### src/rtl/core/assert_macros.svh
// Assertion helpers, clocked on aclk and muted while reset is held.
`ifndef ASSERT_MACROS_SVH
`define ASSERT_MACROS_SVH

`define BRP_ASSERT(lbl, prop, msg) \
    lbl: assert property (@(posedge aclk) disable iff (!aresetn) prop) else $error(msg);

`define BRP_ASSERT_IMP(lbl, ante, cons, msg) \
    `BRP_ASSERT(lbl, (ante) |-> (cons), msg)

`endif

### src/rtl/core/brp_pkg.sv
package brp_pkg;

    typedef enum logic [0:0] {
        OP_RENDER = 1'b0,
        OP_TICK   = 1'b1
    } opcode_t;

    localparam int DEFAULT_WIDTH  = 320;
    localparam int DEFAULT_HEIGHT = 240;
    localparam int SRC_W          = 256;
    localparam int SRC_H          = 192;
    localparam int ZOOM_W         = 320;
    localparam int ZOOM_H         = 240;

    localparam int S_DATA_W = 32;
    localparam int M_DATA_W = 40;

    localparam logic [4:0] FLASH_LIMIT = 5'd16;
    localparam int ATTR_BRIGHT = 6;
    localparam int ATTR_FLASH  = 7;

    localparam logic [1:0] SIZE_ONE = 2'd1;
    localparam logic [1:0] SIZE_TWO = 2'd2;

    localparam int QUEUE_DEPTH = 2;
    localparam int QPTR_W      = $clog2(QUEUE_DEPTH);
    localparam int QCNT_W      = $clog2(QUEUE_DEPTH + 1);

    // one classified cell line, ready for the pixel sequencer
    typedef struct packed {
        logic [3:0]  ink;
        logic [3:0]  paper;
        logic [7:0]  pixels;
        logic [4:0]  char_col;
        logic [12:0] bitmap_address;
        logic [7:0]  y_pos;
        logic [1:0]  rect_height;
    } cell_t;

    typedef struct packed {
        logic              push;
        logic              pop;
        logic              full;
        logic              empty;
        logic [QCNT_W-1:0] count;
    } q_stat_t;

endpackage

### src/rtl/core/bitmap_attribute_pixel_renderer.sv
// channel  | dir | data
// s_       | in  | tuser: opcode; tdata: char_row, char_col, cell_line, pixel_byte, attr_byte
// m_       | out | tdata: x_pos .. bitmap_address; tlast: last_pixel
// cfg_     | in  | zoom_enable, written when cfg_wr_en is high
//
// A cell line yields eight pixels, one per cycle from the back-end sequencer unless
// m_tready stalls it; a frame tick only steps the flash counter and is never queued.
// A render item's first pixel passes the queue, the current-cell register and the output register.
// A 2-entry queue lets the front take items while the back end is busy or stalled.
// Synchronous active-low reset clears flash state, queue and output valid.
module bitmap_attribute_pixel_renderer #(
    parameter int DISPLAY_WIDTH  = brp_pkg::DEFAULT_WIDTH,
    parameter int DISPLAY_HEIGHT = brp_pkg::DEFAULT_HEIGHT
) (
    input  logic                          aclk,
    input  logic                          aresetn,
    input  logic                          cfg_wr_en,
    input  logic                          cfg_wr_data,
    input  logic                          s_tvalid,
    output logic                          s_tready,
    // [4:0] char_row, [9:5] char_col, [12:10] cell_line, [20:13] pixel_byte,
    // [28:21] attr_byte, [31:29] zero
    input  logic [brp_pkg::S_DATA_W-1:0]  s_tdata,
    // [0] opcode
    input  logic                          s_tuser,
    output logic                          m_tvalid,
    input  logic                          m_tready,
    // [8:0] x_pos, [16:9] y_pos, [18:17] rect_width, [20:19] rect_height,
    // [24:21] color_index, [37:25] bitmap_address, [39:38] zero
    output logic [brp_pkg::M_DATA_W-1:0]  m_tdata,
    output logic                          m_tlast
);

    `include "assert_macros.svh"

    logic             zoom_reg, zoom_next;
    logic             push, pop;
    brp_pkg::cell_t   push_cell, head_cell;
    brp_pkg::q_stat_t q_stat;

    assign zoom_next = cfg_wr_en ? cfg_wr_data : zoom_reg;

    always_ff @(posedge aclk) begin
        if (!aresetn) begin
            zoom_reg <= 1'b0;
        end else begin
            zoom_reg <= zoom_next;
        end
    end

    brp_front #(
        .DISPLAY_HEIGHT(DISPLAY_HEIGHT)
    ) u_front (
        .aclk      (aclk),
        .aresetn   (aresetn),
        .zoom      (zoom_reg),
        .s_tvalid  (s_tvalid),
        .s_tready  (s_tready),
        .s_tdata   (s_tdata),
        .s_tuser   (s_tuser),
        .q_full    (q_stat.full),
        .push      (push),
        .push_cell (push_cell)
    );

    brp_queue u_queue (
        .aclk      (aclk),
        .aresetn   (aresetn),
        .push      (push),
        .push_cell (push_cell),
        .pop       (pop),
        .head_cell (head_cell),
        .stat      (q_stat)
    );

    brp_back #(
        .DISPLAY_WIDTH(DISPLAY_WIDTH)
    ) u_back (
        .aclk      (aclk),
        .aresetn   (aresetn),
        .zoom      (zoom_reg),
        .q_empty   (q_stat.empty),
        .head_cell (head_cell),
        .pop       (pop),
        .m_tvalid  (m_tvalid),
        .m_tready  (m_tready),
        .m_tdata   (m_tdata),
        .m_tlast   (m_tlast)
    );

    // only render items reach the queue
    `BRP_ASSERT_IMP(a_push_is_render, push, s_tvalid && s_tready && s_tuser == brp_pkg::OP_RENDER, "queue push without accepted render item")
    // the back end never pops an empty queue
    `BRP_ASSERT_IMP(a_pop_nonempty, pop, !q_stat.empty && q_stat.pop, "pop on empty queue")
    // input backpressure comes only from a full queue
    `BRP_ASSERT_IMP(a_stall_full, !s_tready, q_stat.count == brp_pkg::QCNT_W'(brp_pkg::QUEUE_DEPTH), "input stalled with room in queue")

endmodule

### src/rtl/core/brp_front.sv
module brp_front #(
    parameter int DISPLAY_HEIGHT = brp_pkg::DEFAULT_HEIGHT
) (
    input  logic                          aclk,
    input  logic                          aresetn,
    input  logic                          zoom,
    input  logic                          s_tvalid,
    output logic                          s_tready,
    input  logic [brp_pkg::S_DATA_W-1:0]  s_tdata,
    input  logic                          s_tuser,
    input  logic                          q_full,
    output logic                          push,
    output brp_pkg::cell_t                push_cell
);

    localparam logic [7:0] Y_OFS_ZOOM = 8'((DISPLAY_HEIGHT - brp_pkg::ZOOM_H) / 2);
    localparam logic [7:0] Y_OFS_NAT  = 8'((DISPLAY_HEIGHT - brp_pkg::SRC_H) / 2);

    logic [4:0] frame_count_reg, frame_count_next;
    logic       flash_phase_reg, flash_phase_next;
    logic [4:0] row, col, fc_inc;
    logic [2:0] line;
    logic [7:0] pix, attr, sy;
    logic [3:0] ink, paper;
    logic       accept, swap;

    assign s_tready = !q_full;
    assign accept   = s_tvalid && s_tready;

    assign row  = s_tdata[4:0];
    assign col  = s_tdata[9:5];
    assign line = s_tdata[12:10];
    assign pix  = s_tdata[20:13];
    assign attr = s_tdata[28:21];

    assign fc_inc = frame_count_reg + 5'd1;

    always_comb begin
        frame_count_next = frame_count_reg;
        flash_phase_next = flash_phase_reg;
        if (accept && s_tuser == brp_pkg::OP_TICK) begin
            if (fc_inc > brp_pkg::FLASH_LIMIT) begin
                frame_count_next = 5'd0;
                flash_phase_next = !flash_phase_reg;
            end else begin
                frame_count_next = fc_inc;
            end
        end
    end

    always_ff @(posedge aclk) begin
        if (!aresetn) begin
            frame_count_reg <= 5'd0;
            flash_phase_reg <= 1'b0;
        end else begin
            frame_count_reg <= frame_count_next;
            flash_phase_reg <= flash_phase_next;
        end
    end

    assign swap  = attr[brp_pkg::ATTR_FLASH] && flash_phase_reg;
    assign ink   = {attr[brp_pkg::ATTR_BRIGHT], swap ? attr[5:3] : attr[2:0]};
    assign paper = {attr[brp_pkg::ATTR_BRIGHT], swap ? attr[2:0] : attr[5:3]};
    assign sy    = {row, line};

    assign push = accept && s_tuser == brp_pkg::OP_RENDER;

    always_comb begin
        push_cell.ink            = ink;
        push_cell.paper          = paper;
        push_cell.pixels         = pix;
        push_cell.char_col       = col;
        push_cell.bitmap_address = {row[4:3], line, row[2:0], col};
        // 5/4 scale: sy + sy/4; the line doubles where sy mod 4 is 3
        if (zoom) begin
            push_cell.y_pos       = sy + {2'b00, sy[7:2]} + Y_OFS_ZOOM;
            push_cell.rect_height = (sy[1:0] == 2'b11) ? brp_pkg::SIZE_TWO
                                                       : brp_pkg::SIZE_ONE;
        end else begin
            push_cell.y_pos       = sy + Y_OFS_NAT;
            push_cell.rect_height = brp_pkg::SIZE_ONE;
        end
    end

endmodule

### src/rtl/core/brp_queue.sv
module brp_queue (
    input  logic             aclk,
    input  logic             aresetn,
    input  logic             push,
    input  brp_pkg::cell_t   push_cell,
    input  logic             pop,
    output brp_pkg::cell_t   head_cell,
    output brp_pkg::q_stat_t stat
);

    brp_pkg::cell_t                 mem_reg [brp_pkg::QUEUE_DEPTH];
    logic [brp_pkg::QPTR_W-1:0]     wr_ptr_reg, wr_ptr_next;
    logic [brp_pkg::QPTR_W-1:0]     rd_ptr_reg, rd_ptr_next;
    logic [brp_pkg::QCNT_W-1:0]     count_reg, count_next;
    logic                           do_push, do_pop;

    localparam logic [brp_pkg::QCNT_W-1:0] DEPTH_C = brp_pkg::QCNT_W'(brp_pkg::QUEUE_DEPTH);
    localparam logic [brp_pkg::QPTR_W-1:0] LAST_P  = brp_pkg::QPTR_W'(brp_pkg::QUEUE_DEPTH - 1);
    localparam logic [brp_pkg::QCNT_W-1:0] CNT_ONE = brp_pkg::QCNT_W'(1);

    assign do_push = push && count_reg != DEPTH_C;
    assign do_pop  = pop && count_reg != '0;

    always_comb begin
        wr_ptr_next = wr_ptr_reg;
        rd_ptr_next = rd_ptr_reg;
        count_next  = count_reg;
        if (do_push) begin
            wr_ptr_next = (wr_ptr_reg == LAST_P) ? '0 : wr_ptr_reg + 1'b1;
        end
        if (do_pop) begin
            rd_ptr_next = (rd_ptr_reg == LAST_P) ? '0 : rd_ptr_reg + 1'b1;
        end
        unique case ({do_push, do_pop})
            2'b10:   count_next = count_reg + CNT_ONE;
            2'b01:   count_next = count_reg - CNT_ONE;
            default: count_next = count_reg;
        endcase
    end

    always_ff @(posedge aclk) begin
        if (!aresetn) begin
            wr_ptr_reg <= '0;
            rd_ptr_reg <= '0;
            count_reg  <= '0;
        end else begin
            wr_ptr_reg <= wr_ptr_next;
            rd_ptr_reg <= rd_ptr_next;
            count_reg  <= count_next;
        end
    end

    always_ff @(posedge aclk) begin
        if (do_push) begin
            mem_reg[wr_ptr_reg] <= push_cell;
        end
    end

    assign head_cell  = mem_reg[rd_ptr_reg];
    assign stat.push  = do_push;
    assign stat.pop   = do_pop;
    assign stat.full  = count_reg == DEPTH_C;
    assign stat.empty = count_reg == '0;
    assign stat.count = count_reg;

endmodule

### src/rtl/core/brp_back.sv
module brp_back #(
    parameter int DISPLAY_WIDTH = brp_pkg::DEFAULT_WIDTH
) (
    input  logic                          aclk,
    input  logic                          aresetn,
    input  logic                          zoom,
    input  logic                          q_empty,
    input  brp_pkg::cell_t                head_cell,
    output logic                          pop,
    output logic                          m_tvalid,
    input  logic                          m_tready,
    output logic [brp_pkg::M_DATA_W-1:0]  m_tdata,
    output logic                          m_tlast
);

    localparam logic [8:0] X_OFS_ZOOM = 9'((DISPLAY_WIDTH - brp_pkg::ZOOM_W) / 2);
    localparam logic [8:0] X_OFS_NAT  = 9'((DISPLAY_WIDTH - brp_pkg::SRC_W) / 2);

    brp_pkg::cell_t              cur_reg, cur_next;
    logic                        busy_reg, busy_next;
    logic [2:0]                  k_reg, k_next;
    logic                        m_valid_reg, m_valid_next;
    logic [brp_pkg::M_DATA_W-1:0] m_data_reg, m_data_next;
    logic                        m_last_reg, m_last_next;
    logic                        out_free, emit, at_last;
    logic [7:0]                  sx;
    logic [8:0]                  x_pos;
    logic [1:0]                  rect_width;
    logic [3:0]                  color;

    assign out_free = !m_valid_reg || m_tready;
    assign emit     = busy_reg && out_free;
    assign at_last  = k_reg == 3'd7;
    assign pop      = !q_empty && (!busy_reg || (emit && at_last));

    assign sx = {cur_reg.char_col, k_reg};

    always_comb begin
        if (zoom) begin
            x_pos      = {1'b0, sx} + {3'b000, sx[7:2]} + X_OFS_ZOOM;
            rect_width = (sx[1:0] == 2'b11) ? brp_pkg::SIZE_TWO : brp_pkg::SIZE_ONE;
        end else begin
            x_pos      = {1'b0, sx} + X_OFS_NAT;
            rect_width = brp_pkg::SIZE_ONE;
        end
        // bit 7 goes out first: index 7-k is ~k on three bits
        color = cur_reg.pixels[~k_reg] ? cur_reg.ink : cur_reg.paper;
    end

    always_comb begin
        cur_next     = cur_reg;
        busy_next    = busy_reg;
        k_next       = k_reg;
        m_data_next  = m_data_reg;
        m_last_next  = m_last_reg;
        m_valid_next = m_tready ? 1'b0 : m_valid_reg;
        if (emit) begin
            m_valid_next = 1'b1;
            m_last_next  = at_last;
            m_data_next  = {2'b00, cur_reg.bitmap_address, color, cur_reg.rect_height,
                            rect_width, cur_reg.y_pos, x_pos};
            k_next       = k_reg + 3'd1;
            if (at_last) begin
                busy_next = 1'b0;
            end
        end
        if (pop) begin
            cur_next  = head_cell;
            busy_next = 1'b1;
            k_next    = 3'd0;
        end
    end

    always_ff @(posedge aclk) begin
        if (!aresetn) begin
            busy_reg    <= 1'b0;
            k_reg       <= 3'd0;
            m_valid_reg <= 1'b0;
        end else begin
            busy_reg    <= busy_next;
            k_reg       <= k_next;
            m_valid_reg <= m_valid_next;
        end
    end

    always_ff @(posedge aclk) begin
        cur_reg    <= cur_next;
        m_data_reg <= m_data_next;
        m_last_reg <= m_last_next;
    end

    assign m_tvalid = m_valid_reg;
    assign m_tdata  = m_data_reg;
    assign m_tlast  = m_last_reg;

endmodule

### config.mk
export PLATFORM = sky130hd
export DESIGN_NAME = bitmap_attribute_pixel_renderer
export DESIGN_NICKNAME = d
export VERILOG_FILES = /design/src/rtl/core/brp_pkg.sv /design/src/rtl/core/bitmap_attribute_pixel_renderer.sv /design/src/rtl/core/brp_front.sv /design/src/rtl/core/brp_queue.sv /design/src/rtl/core/brp_back.sv
export VERILOG_INCLUDE_DIRS = /design/src /design/src/rtl/core
export SDC_FILE = /design/constraint.sdc
export NUM_CORES = 1
export LEC_CHECK = 0
export ABC_AREA = 0
export BUFFER_PORTS_ARGS = -buffer_cell sky130_fd_sc_hd__buf_2
export CAP_MARGIN = 20
export CORE_UTILIZATION = 53
export CTS_CLUSTER_DIAMETER = 60
export DETAILED_ROUTE_END_ITERATION = 8
export PLACE_DENSITY = 0.74
export SYNTH_ARGS = -nofsm -noshare
export SYNTH_HDL_FRONTEND = slang
export SYNTH_HIERARCHICAL = 1
export SYNTH_SLANG_ARGS = --single-unit
### constraint.sdc
create_clock -name aclk -period 4.14 [get_ports aclk]
set_clock_uncertainty 0.05 [all_clocks]
set_input_delay 0.828 -clock aclk [delete_from_list [all_inputs] [get_ports aclk]]
set_output_delay 0.828 -clock aclk [all_outputs]
set_load 0.02 [all_outputs]
# --- After elaboration in Yosys (flattened, before gate mapping) ---
# Memory sizes are Yosys's and may differ from the RTL's. A register that Yosys moved wholly into a read port is not among the register bits.
# Index checks and enable logic that the tools add are counted.
totals:
  ram_bits: 88
  ff_bits: 55
  elab_cells: 80
  output_inout_bits: 43
  memories: 1
classes:
  n_reduce_logical: 25
  n_eq_ne: 7
  bitwise: 3
  n_addsub: 10
  order_cmp: 2
  n_mux: 20
mem_list:
  columns: ["memory", "depth", "width", "read_ports", "rd_ports_with_merged_regs", "wr", "line", "text"]
  rows:
  - ["u_queue.mem_reg", 2, 44, 1, 1, 1, "brp_queue.sv:11", "brp_pkg::cell_t mem_reg [brp_pkg::QUEUE_DEPTH];"]
op_table:
  columns: ["cell", "count"]
  rows:
  - ["$mux W1", 10]
  - ["$mux W10", 1]
  - ["$reduce_bool A2 Y1", 5]
  - ["$add A8 B6 Y9", 1]
  - ["$add A8 B6 Y9 const B", 1]
  - ["$logic_and A1 B1 Y1", 9]
  - ["$mux W9", 1]
  - ["$add A8 B5 Y8 const B", 1]
  - ["$add A8 B6 Y8", 1]
  - ["$eq A2 B2 Y1 const B", 4]
  - ["$mux W3", 2]
  - ["$add A5 B1 Y5 const B", 1]
  - ["$gt A5 B5 Y1 const B", 1]
  - ["$logic_not A1 Y1", 5]
  - ["$mux W5", 1]
  - ["$lt A3 B4 Y1 const B", 1]
  - ["$mux W2", 2]
  - ["$mux W4", 1]
  - ["$pmux W2 S2", 1]
  - ["$reduce_and A2 Y1", 2]
  - ["$add A3 B1 Y3 const B", 1]
  - ["$bmux W1 S3", 1]
  - ["$eq A3 B3 Y1 const B", 1]
  - ["$not A3 Y3", 1]
  - ["9 further kinds", 12]

# --- Longest topological paths before layout ---
# Gate-level depths: netlist of the first run.
logic_depth:
  word_depth: 9
  mapped_depth: 9
  depth_no_buf: 9

# --- Modules after synthesis ---
# The synthesis of the first run kept the hierarchy.
modules_own_cells:
  columns: ["module", "seq_area_each_um2", "instances", "area_per_inst_um2", "cells_per_inst"]
  rows:
  - ["brp_queue", 2742.6, 1, 3418.3, 166]
  - ["brp_back", 2592.5, 1, 3278.1, 178]
  - ["brp_front", 120.1, 1, 1041.0, 131]
  - ["bitmap_attribute_pixel_renderer", 20.0, 1, 36.3, 3]

# --- Worst setup path after synthesis of the first run ---
# OpenSTA, ideal clock, no wires.
synth_timing:
  path_type: "in2reg"
  startpoint: "input m_tready"
  endpoint: "register u_queue/count_reg[1] in the netlist's numbering"
  required_time_ps: 4020
  path_buffers: 0
  t_arrival_ps: 4039
  setup_ps: 70
  path_slack_ps: -19
  stages: 7
  cell_sequence: "nand2b_1 > a21oi_1 > nor2_1 > o21a_1 > ha_1 > or3_1 > a21boi_1"
synth_between:
  elab_chain_len: 8
  elab_cells_between_ends: 10
  classes_between: "eq/ne (2); mux (1); reduce/logical (7)"
synth_lines:
  columns: ["item", "line", "text"]
  rows:
  - ["start, declared", "bitmap_attribute_pixel_renderer.sv:27", "input logic m_tready,"]
  - ["$logic_or A1 B1 Y1 (*)", "brp_back.sv:31", "assign out_free = !m_valid_reg || m_tready;"]
  - ["$logic_and A1 B1 Y1 (*)", "brp_back.sv:32", "assign emit = busy_reg && out_free;"]
  - ["$logic_and A1 B1 Y1 (*)", "brp_back.sv:34", "assign pop = !q_empty && (!busy_reg || (emit && at_last));"]
  - ["$logic_or A1 B1 Y1 (*)", "brp_back.sv:34", null]
  - ["$logic_and A1 B1 Y1 (*)", "brp_back.sv:34", null]
  - ["net pop", "bitmap_attribute_pixel_renderer.sv:37", "logic push, pop;"]
  - ["$logic_and A1 B1 Y1 (*)", "brp_queue.sv:22", "assign do_pop = pop && count_reg != '0;"]
  - ["net u_queue.do_pop", "brp_queue.sv:15", "logic do_push, do_pop;"]
  - ["$eq A2 B1 Y1 / $eq A2 B2 Y1 (equally long branches)", "brp_queue.sv:34", "unique case ({do_push, do_pop})"]
  - ["$pmux W2 S2 / $reduce_bool A2 Y1 (equally long branches)", null, null]
  - ["end signal, assigned", "brp_queue.sv:49", "count_reg <= count_next;"]
  - ["end, declared", "brp_queue.sv:14", "logic [brp_pkg::QCNT_W-1:0] count_reg, count_next;"]
# Mark *: on every way through the listed nets, which the timed path passes. The rest lies on a longest branch.
# A chain may end at the register's enable or synchronous reset.

==> impl_metrics.yaml, run 1 <==
logic_synthesis:
  syn_area_um2: 7750
  syn_avg_cell_area_um2: 16.3
  ys_warn_count: 6
  syn-instance-count: 475
final_layout:
  nNetsFinal: 597
  drive_above_1_share: 0.323
  synthToLayoutAreaGrowth_pct: 12.7
  largest_reg_flops: 88
  final_util: 0.620
  final_area_um2: 8740
power:
  p_sw_mw: 1.19
  swShare: 0.251
  internal-power_mw: 3.55
  p_comb_frac: 0.151
  leakagePower_nw: 3.07
  vdd_drop_max_uv: 254
  power_density_nw_per_um2: 543
  power_mw: 4.75
  p_seq_frac: 0.525
  power.share.clock: 0.324
floorplanning:
  fp-row-count: 43
  die_area_um2: 15100
  die_y_um: 123
  io_pins: 82
  floorplan.initialDensity: 0.550
  fp.coreArea_um2: 14100
  die_w_um: 123
worst_setup_path:
  start_kind: "flip-flop"
  end_kind: "flip-flop"
  worstPathRequired_ps: 4130
  arrival_ps: 2660
  critPathMaxFanout: 44
  crit_type: "flip-flop to flip-flop"
global_routing:
  grt_max_degree: 45
  grt_overflow: 0
  grt_pass1_wl_um: 19500
  antenna_found_initial: 2
  grt_util_all_layers: 0.177
  grt_pass1_vias: 3955
placed_design:
  place_area_um2: 8130
  hpwl_um: 7680
  routabilityCongestion: 0.804
  portBuffers: 76
hold_path:
  hp-class: "flip-flop to flip-flop"
cts:
  cts_setup_buffers: 0
  clock_sinks: 188
  cts_root_buffer: "clkbuf_16"
  hold_buffers: 0
  clk_pin_slew_ps: 60
  clock_latency_ps: 430
  htreeDepth: 4
  cts_tree: "done"
  cts-buffers-inserted: 17
  clock_path_buffers: 2
  cts_resized: 0
sta:
  max_slew.worst_pin.slew_ps: 1030
  fin_crit_ps: 2660
  grt_setup_unrepaired: "false"
  fin_crit_sh: 0.643
  slew_headroom: 0.311
  hold_ws_ps: 371
  fmax_ghz: 0.376
  drv_slew: 0
  setup_tns_ps: 0
  setup_violations: 0
  finalHoldViolations: 0
job:
  maxCapViolations: 0
run_status:
  outcome: "finished clean"
detailed_routing:
  first_iter_violations: 341
  viasPerCell: 5.45
  via_count: 3993
  route.detailed.wl_per_inst_um: 17.1
  totalWireLength_um: 12500
  firstDrtPassIters: 4
  ant_nets: 0
  drc_errors: 0
per-layer routing:
metal,track usage,vias up,part of all wire
li1,-,1898,-
met1,0.212,1969,0.42
met2,0.295,104,0.51
met3,0.0540,20,0.051
met4,0.0777,2,0.018
met5,0,-,0.00080
stage by stage:
step | worst slack (ps) | std cells
finish | 1480 | 732
global route | 1290 | 731
CTS | 1440 | 729
detailed placement | 1170 | 697
floorplan | 5.62 | 476
global placement | 1220 | 697
final cells by class:
class | count | area [um^2]
antenna | 1 | 2.50
clock buffer | 20 | 437
clock inverter | 12 | 124
fill | 1042 | 5360
inverter | 22 | 82.6
multi-input combinational | 228 | 1940
sequential | 188 | 5480
tap | 180 | 225
timing repair buffer | 81 | 450
placed cells by master, fill, tap and decap left out, drive strengths merged, types with 3 or more instances in the layout:
cell and n:
a21o 3, o31a 3, clkbuf 20, a21oi 14
a21boi 7, clkinvlp 5, o21ai 16, ha 18
buf 81, mux2 60, inv 21, clkinv 6
xnor2 7, o211ai 5, or3 3, nand2b 3
o21a 4, edfxtp 171, dfxtp 17, mux2i 6
nor3b 4, nor2 12, nand4 4, a211oi 4
nand2 13, nand3 7, xor2 4, nor2b 7
worst max-delay path, cell delays in order, from the launching register on:
cell	delay, ps
dfxtp_1	410
nand2b_2	180
inv_2	50
nor3b_1	320
inv_1	90
or3_1	390
inv_2	760
power groups by stage:
stage / Clock (mW) / Sequential (mW) / Combinational, mW
global placement: 0 / 2.53 / 0.671
floorplan: 0 / 2.59 / 0.437
detailed placement: 0 / 2.54 / 0.697
finish: 1.54 / 2.49 / 0.718
global route: 1.64 / 2.51 / 0.781
CTS: 1.56 / 2.50 / 0.705
final timing paths:
check	from	to	slack, ps	depth (start not counted)
min reg2reg	u_back/cur_reg[12]	u_back/m_tdata[27]	370	0
min	u_back/cur_reg[12]	u_back/m_tdata[27]	370	0
max reg2reg	u_queue/count_reg[0]	u_queue/mem_reg[0][16]	1480	6
max	u_queue/count_reg[0]	u_queue/mem_reg[0][16]	1480	6
No activity file was read; power rests on OpenSTA's default activity.
==> run 2: changes to the inputs <==
--- a/config.mk
+++ b/config.mk
@@ -9,10 +9,10 @@
 export ABC_AREA = 0
 export BUFFER_PORTS_ARGS = -buffer_cell sky130_fd_sc_hd__buf_2
 export CAP_MARGIN = 20
-export CORE_UTILIZATION = 53
+export CORE_UTILIZATION = 59
 export CTS_CLUSTER_DIAMETER = 60
 export DETAILED_ROUTE_END_ITERATION = 8
-export PLACE_DENSITY = 0.74
+export PLACE_DENSITY = 0.78
 export SYNTH_ARGS = -nofsm -noshare
 export SYNTH_HDL_FRONTEND = slang
 export SYNTH_HIERARCHICAL = 1
==> constraint.sdc (replaced) <==
create_clock -name aclk -period 2.6 [get_ports aclk]
set_clock_uncertainty 0.05 [all_clocks]
set_input_delay 0.52 -clock aclk [delete_from_list [all_inputs] [get_ports aclk]]
set_output_delay 0.52 -clock aclk [all_outputs]
set_load 0.02 [all_outputs]
==> impl_metrics.yaml, run 2 (synthesis results as in run 1) <==
hold_path:
  hp-class: "primary input to flip-flop"
cts:
  clock_path_buffers: 2
  htreeDepth: 4
  cts_resized: 0
  clock_latency_ps: 420
  cts_root_buffer: "clkbuf_16"
  clock_sinks: 188
  cts_tree: "done"
  cts_setup_buffers: 0
  clk_pin_slew_ps: 60
  hold_buffers: 0
  cts-buffers-inserted: 17
sta:
  max_slew.worst_pin.slew_ps: 600
  grt_setup_unrepaired: "false"
  fmax_ghz: 0.442
  setup_violations: 0
  fin_crit_ps: 2260
  drv_slew: 0
  setup_tns_ps: 0
  slew_headroom: 0.600
  finalHoldViolations: 0
  fin_crit_sh: 0.871
global_routing:
  grt_util_all_layers: 0.198
  antenna_found_initial: 0
  grt_max_degree: 45
  grt_pass1_vias: 3958
  grt_use_met1: 0.224
  grt.busiest_layer: "met2"
  grt_use_met3: 0.0540
  grt_pass1_wl_um: 19400
  grtUsageMet2: 0.353
  grt_overflow: 0
final_layout:
  final_area_um2: 8790
  most-common-layout-cells: "171 x edfxtp_1, 76 x buf_2, 60 x mux2_2"
  multiInputGateArea_um2: 1940
  largest_reg_flops: 88
  synthToLayoutAreaGrowth_pct: 13.4
  nNetsFinal: 599
  drive_above_1_share: 0.336
  nFillCells: 848
  seqCellArea_um2: 5480
  final_common_cell: "edfxtp_1"
placed_design:
  place_area_um2: 8200
  portBuffers: 76
  hpwl_um: 7810
  routabilityCongestion: 0.858
detailed_routing:
  viasPerCell: 5.43
  firstDrtPassIters: 4
  via_count: 3945
  route.detailed.wl_per_inst_um: 16.9
  ant_nets: 0
  first_iter_violations: 251
  totalWireLength_um: 12200
  drc_errors: 0
power:
  power_mw: 7.69
  power_density_nw_per_um2: 875
  vdd_drop_max_uv: 471
  leakagePower_nw: 3.13
worst_setup_path:
  worstPathRequired_ps: 2650
  crit_type: "flip-flop to flip-flop"
  critPathMaxFanout: 44
  end_kind: "flip-flop"
  arrival_ps: 2310
  start_kind: "flip-flop"
floorplanning:
  die_w_um: 117
  die_area_um2: 13600
  floorplan.initialDensity: 0.610
  fp.coreArea_um2: 12700
  die_y_um: 117
  fp-row-count: 41
  io_pins: 82
job:
  maxCapViolations: 0
run_status:
  outcome: "finished clean"
[run 2: changes by cell type in the layout (fill, tap and decap cells not counted), sizes merged]
cell,before,now
buf,81,83
bufinv,2,3
inv,21,25
clkinvlp,5,1
clkbuf,20,18
clkinv,6,7
[run 2: critical path, cell delays in order, from the launching register on]
cell        delay [ps]
dfxtp_1            420
nand2b_2           180
inv_2               50
nor3b_1            330
inv_1              100
or3_1              420
clkinvlp_4         110
buf_12             250
[run 2: path summary, 6_finish.rpt]
path | from | endpoint | slack (ps) | cells past startpoint
worst max-delay path | u_queue/count_reg[0] | u_queue/mem_reg[0][17] | 340 | 7
worst min-delay path | s_tdata[13] | u_queue/mem_reg[1][28] | 240 | 1
worst max register to register | u_queue/count_reg[0] | u_queue/mem_reg[0][17] | 340 | 7
worst min register to register | u_back/cur_reg[4] | u_back/m_tdata[11] | 370 | 0
[run 2: area by class of cell]
cell class | count | area share
Sequential cell | 188 | 0.623
Timing Repair Buffer | 83 | 0.0535
Antenna cell | 1 | 0.000285
Clock buffer | 18 | 0.0488
Inverter | 22 | 0.00982
Clock inverter | 14 | 0.0189
Tap cell | 172 | 0.0245
Multi-Input combinational cell | 228 | 0.221
[run 2: where the power goes]
| group | internal (mW) | switching (mW) |
|---|---|---|
| Sequential | 3.81 | 0.149 |
| Combinational | 0.451 | 0.696 |
| Clock | 1.52 | 1.07 |
[run 2: metrics by stage]
step	setup slack (ps)	cells	util	hold WS, ps
after floorplan	9.14	476	-	350
after global placement	312	693	0.644	352
after detailed placement	299	693	0.644	355
after CTS	324	725	0.691	218
after global routing	155	725	0.691	215
final	336	726	0.691	238
[run 2: routing by layer]
layer	vias to the layer above	routed length, um
li1	1899	-
met1	1933	4880
met2	94	6590
met3	19	574
met4	0	207
met5	-	0
==> run 3: changes to the inputs <==
--- a/config.mk
+++ b/config.mk
@@ -10,8 +10,10 @@
 export BUFFER_PORTS_ARGS = -buffer_cell sky130_fd_sc_hd__buf_2
 export CAP_MARGIN = 20
 export CORE_UTILIZATION = 59
+export CTS_BUF_LIST = sky130_fd_sc_hd__clkbuf_8 sky130_fd_sc_hd__clkbuf_16
 export CTS_CLUSTER_DIAMETER = 60
 export DETAILED_ROUTE_END_ITERATION = 8
+export GPL_ROUTABILITY_DRIVEN = 1
 export PLACE_DENSITY = 0.78
 export SYNTH_ARGS = -nofsm -noshare
 export SYNTH_HDL_FRONTEND = slang
==> impl_metrics.yaml, run 3 (synthesis results as in run 1) <==
cts:
  hold_buffers: 0
  cts_setup_buffers: 0
  htreeDepth: 4
  clock_latency_ps: 420
  clk_pin_slew_ps: 60
  cts_resized: 0
  clock_sinks: 188
  cts-buffers-inserted: 17
  cts_tree: "done"
  cts_root_buffer: "clkbuf_16"
  clock_path_buffers: 2
floorplanning:
  die_y_um: 117
  die_area_um2: 13600
  fp.coreArea_um2: 12700
  io_pins: 82
  fp-row-count: 41
  floorplan.initialDensity: 0.610
  die_w_um: 117
job:
  maxCapViolations: 0
worst_setup_path:
  critPathMaxFanout: 44
  worstPathRequired_ps: 2650
  slowest_stage: "dfxtp_1"
  end_kind: "flip-flop"
  path_buf_inv: 4
  crit_chain: "nand2b_2 > inv_2 > nor3b_1 > inv_1 > or3_1 > clkinvlp_4 > buf_12"
  startpoint: "u_queue/count_reg[0]"
  critPathTopFamily: "simple AND/OR/NAND/NOR gates"
  arrival_ps: 2310
  crit_type: "flip-flop to flip-flop"
  r2r-start: "u_queue/count_reg[0]"
  start_kind: "flip-flop"
  slowest_delay_ps: 420
global_routing:
  antenna_found_initial: 0
  grt_pass1_wl_um: 19400
  grt_overflow: 0
  grt_util_all_layers: 0.198
  grt_pass1_vias: 3958
  grt_max_degree: 45
placed_design:
  routabilityCongestion: 0.858
  pre_cts_slack_ps: 299
  hpwl_um: 7810
  portBuffers: 76
  place_area_um2: 8200
power:
  power_mw: 7.69
  power_density_nw_per_um2: 874
  leakagePower_nw: 3.13
  vdd_drop_max_uv: 471
sta:
  slew_headroom: 0.599
  drv_slew: 0
  grt_setup_unrepaired: "false"
  max_slew.worst_pin.slew_ps: 601
  setup_violations: 0
  final.setup.worst_slack_ps: 337
  setup_tns_ps: 0
  finalHoldViolations: 0
  fmax_ghz: 0.442
  hold_ws_ps: 239
  fin_crit_sh: 0.870
  fin_crit_ps: 2260
detailed_routing:
  totalWireLength_um: 12200
  ant_nets: 0
  drc_errors: 0
  viasPerCell: 5.44
  firstDrtPassIters: 4
  route.detailed.wl_per_inst_um: 16.9
  via_count: 3949
  first_iter_violations: 249
hold_path:
  hp-class: "primary input to flip-flop"
  hp-start: "s_tdata[13]"
final_layout:
  nFillCells: 848
  final_area_um2: 8790
  nNetsFinal: 599
  final_common_cell: "edfxtp_1"
  drive_above_1_share: 0.336
  synthToLayoutAreaGrowth_pct: 13.4
  most-common-layout-cells: "171 x edfxtp_1, 76 x buf_2, 60 x mux2_2"
  largest_reg_flops: 88
run_status:
  outcome: "finished clean"
run 3: cell type report:
type                       instances  area [um^2]  area share
sequential                       188         5480       0.623
multi-input combinational        228         1940       0.221
timing repair buffer              83          470      0.0535
clock buffer                      17          425      0.0484
tap                              172          215      0.0245
clock inverter                    15          170      0.0194
inverter                          22         86.3     0.00982
antenna                            1         2.50    0.000285
run 3: metrics by stage:
stage | util | cells
2_1_floorplan | - | 476
4_1_cts | 0.691 | 725
5_1_grt | 0.691 | 725
3_5_place_dp | 0.644 | 693
6_report | 0.691 | 726
3_3_place_gp | 0.644 | 693
run 3: routing by layer:
| metal | up-vias | global-route usage | part of all wire |
|---|---|---|---|
| met5 | - | 0 | 0 |
| met4 | 0 | 0.0861 | 0.017 |
| met3 | 19 | 0.0540 | 0.047 |
| met2 | 95 | 0.353 | 0.54 |
| met1 | 1936 | 0.224 | 0.40 |
| li1 | 1899 | - | - |
run 3: worst paths after layout:
kind	slack, ps	endpoint	cells after the start
max	340	u_queue/mem_reg[0][17]	7
min	240	u_queue/mem_reg[1][28]	1
max reg2reg	340	u_queue/mem_reg[0][17]	7
min reg2reg	370	u_back/m_tdata[11]	0
run 3: power by group:
group          total [mW]  switching (mW)  internal, mW
logic                1.15           0.696         0.451
registers            3.96           0.149          3.81
clock network        2.58            1.06          1.51
total                7.69            1.91          5.78
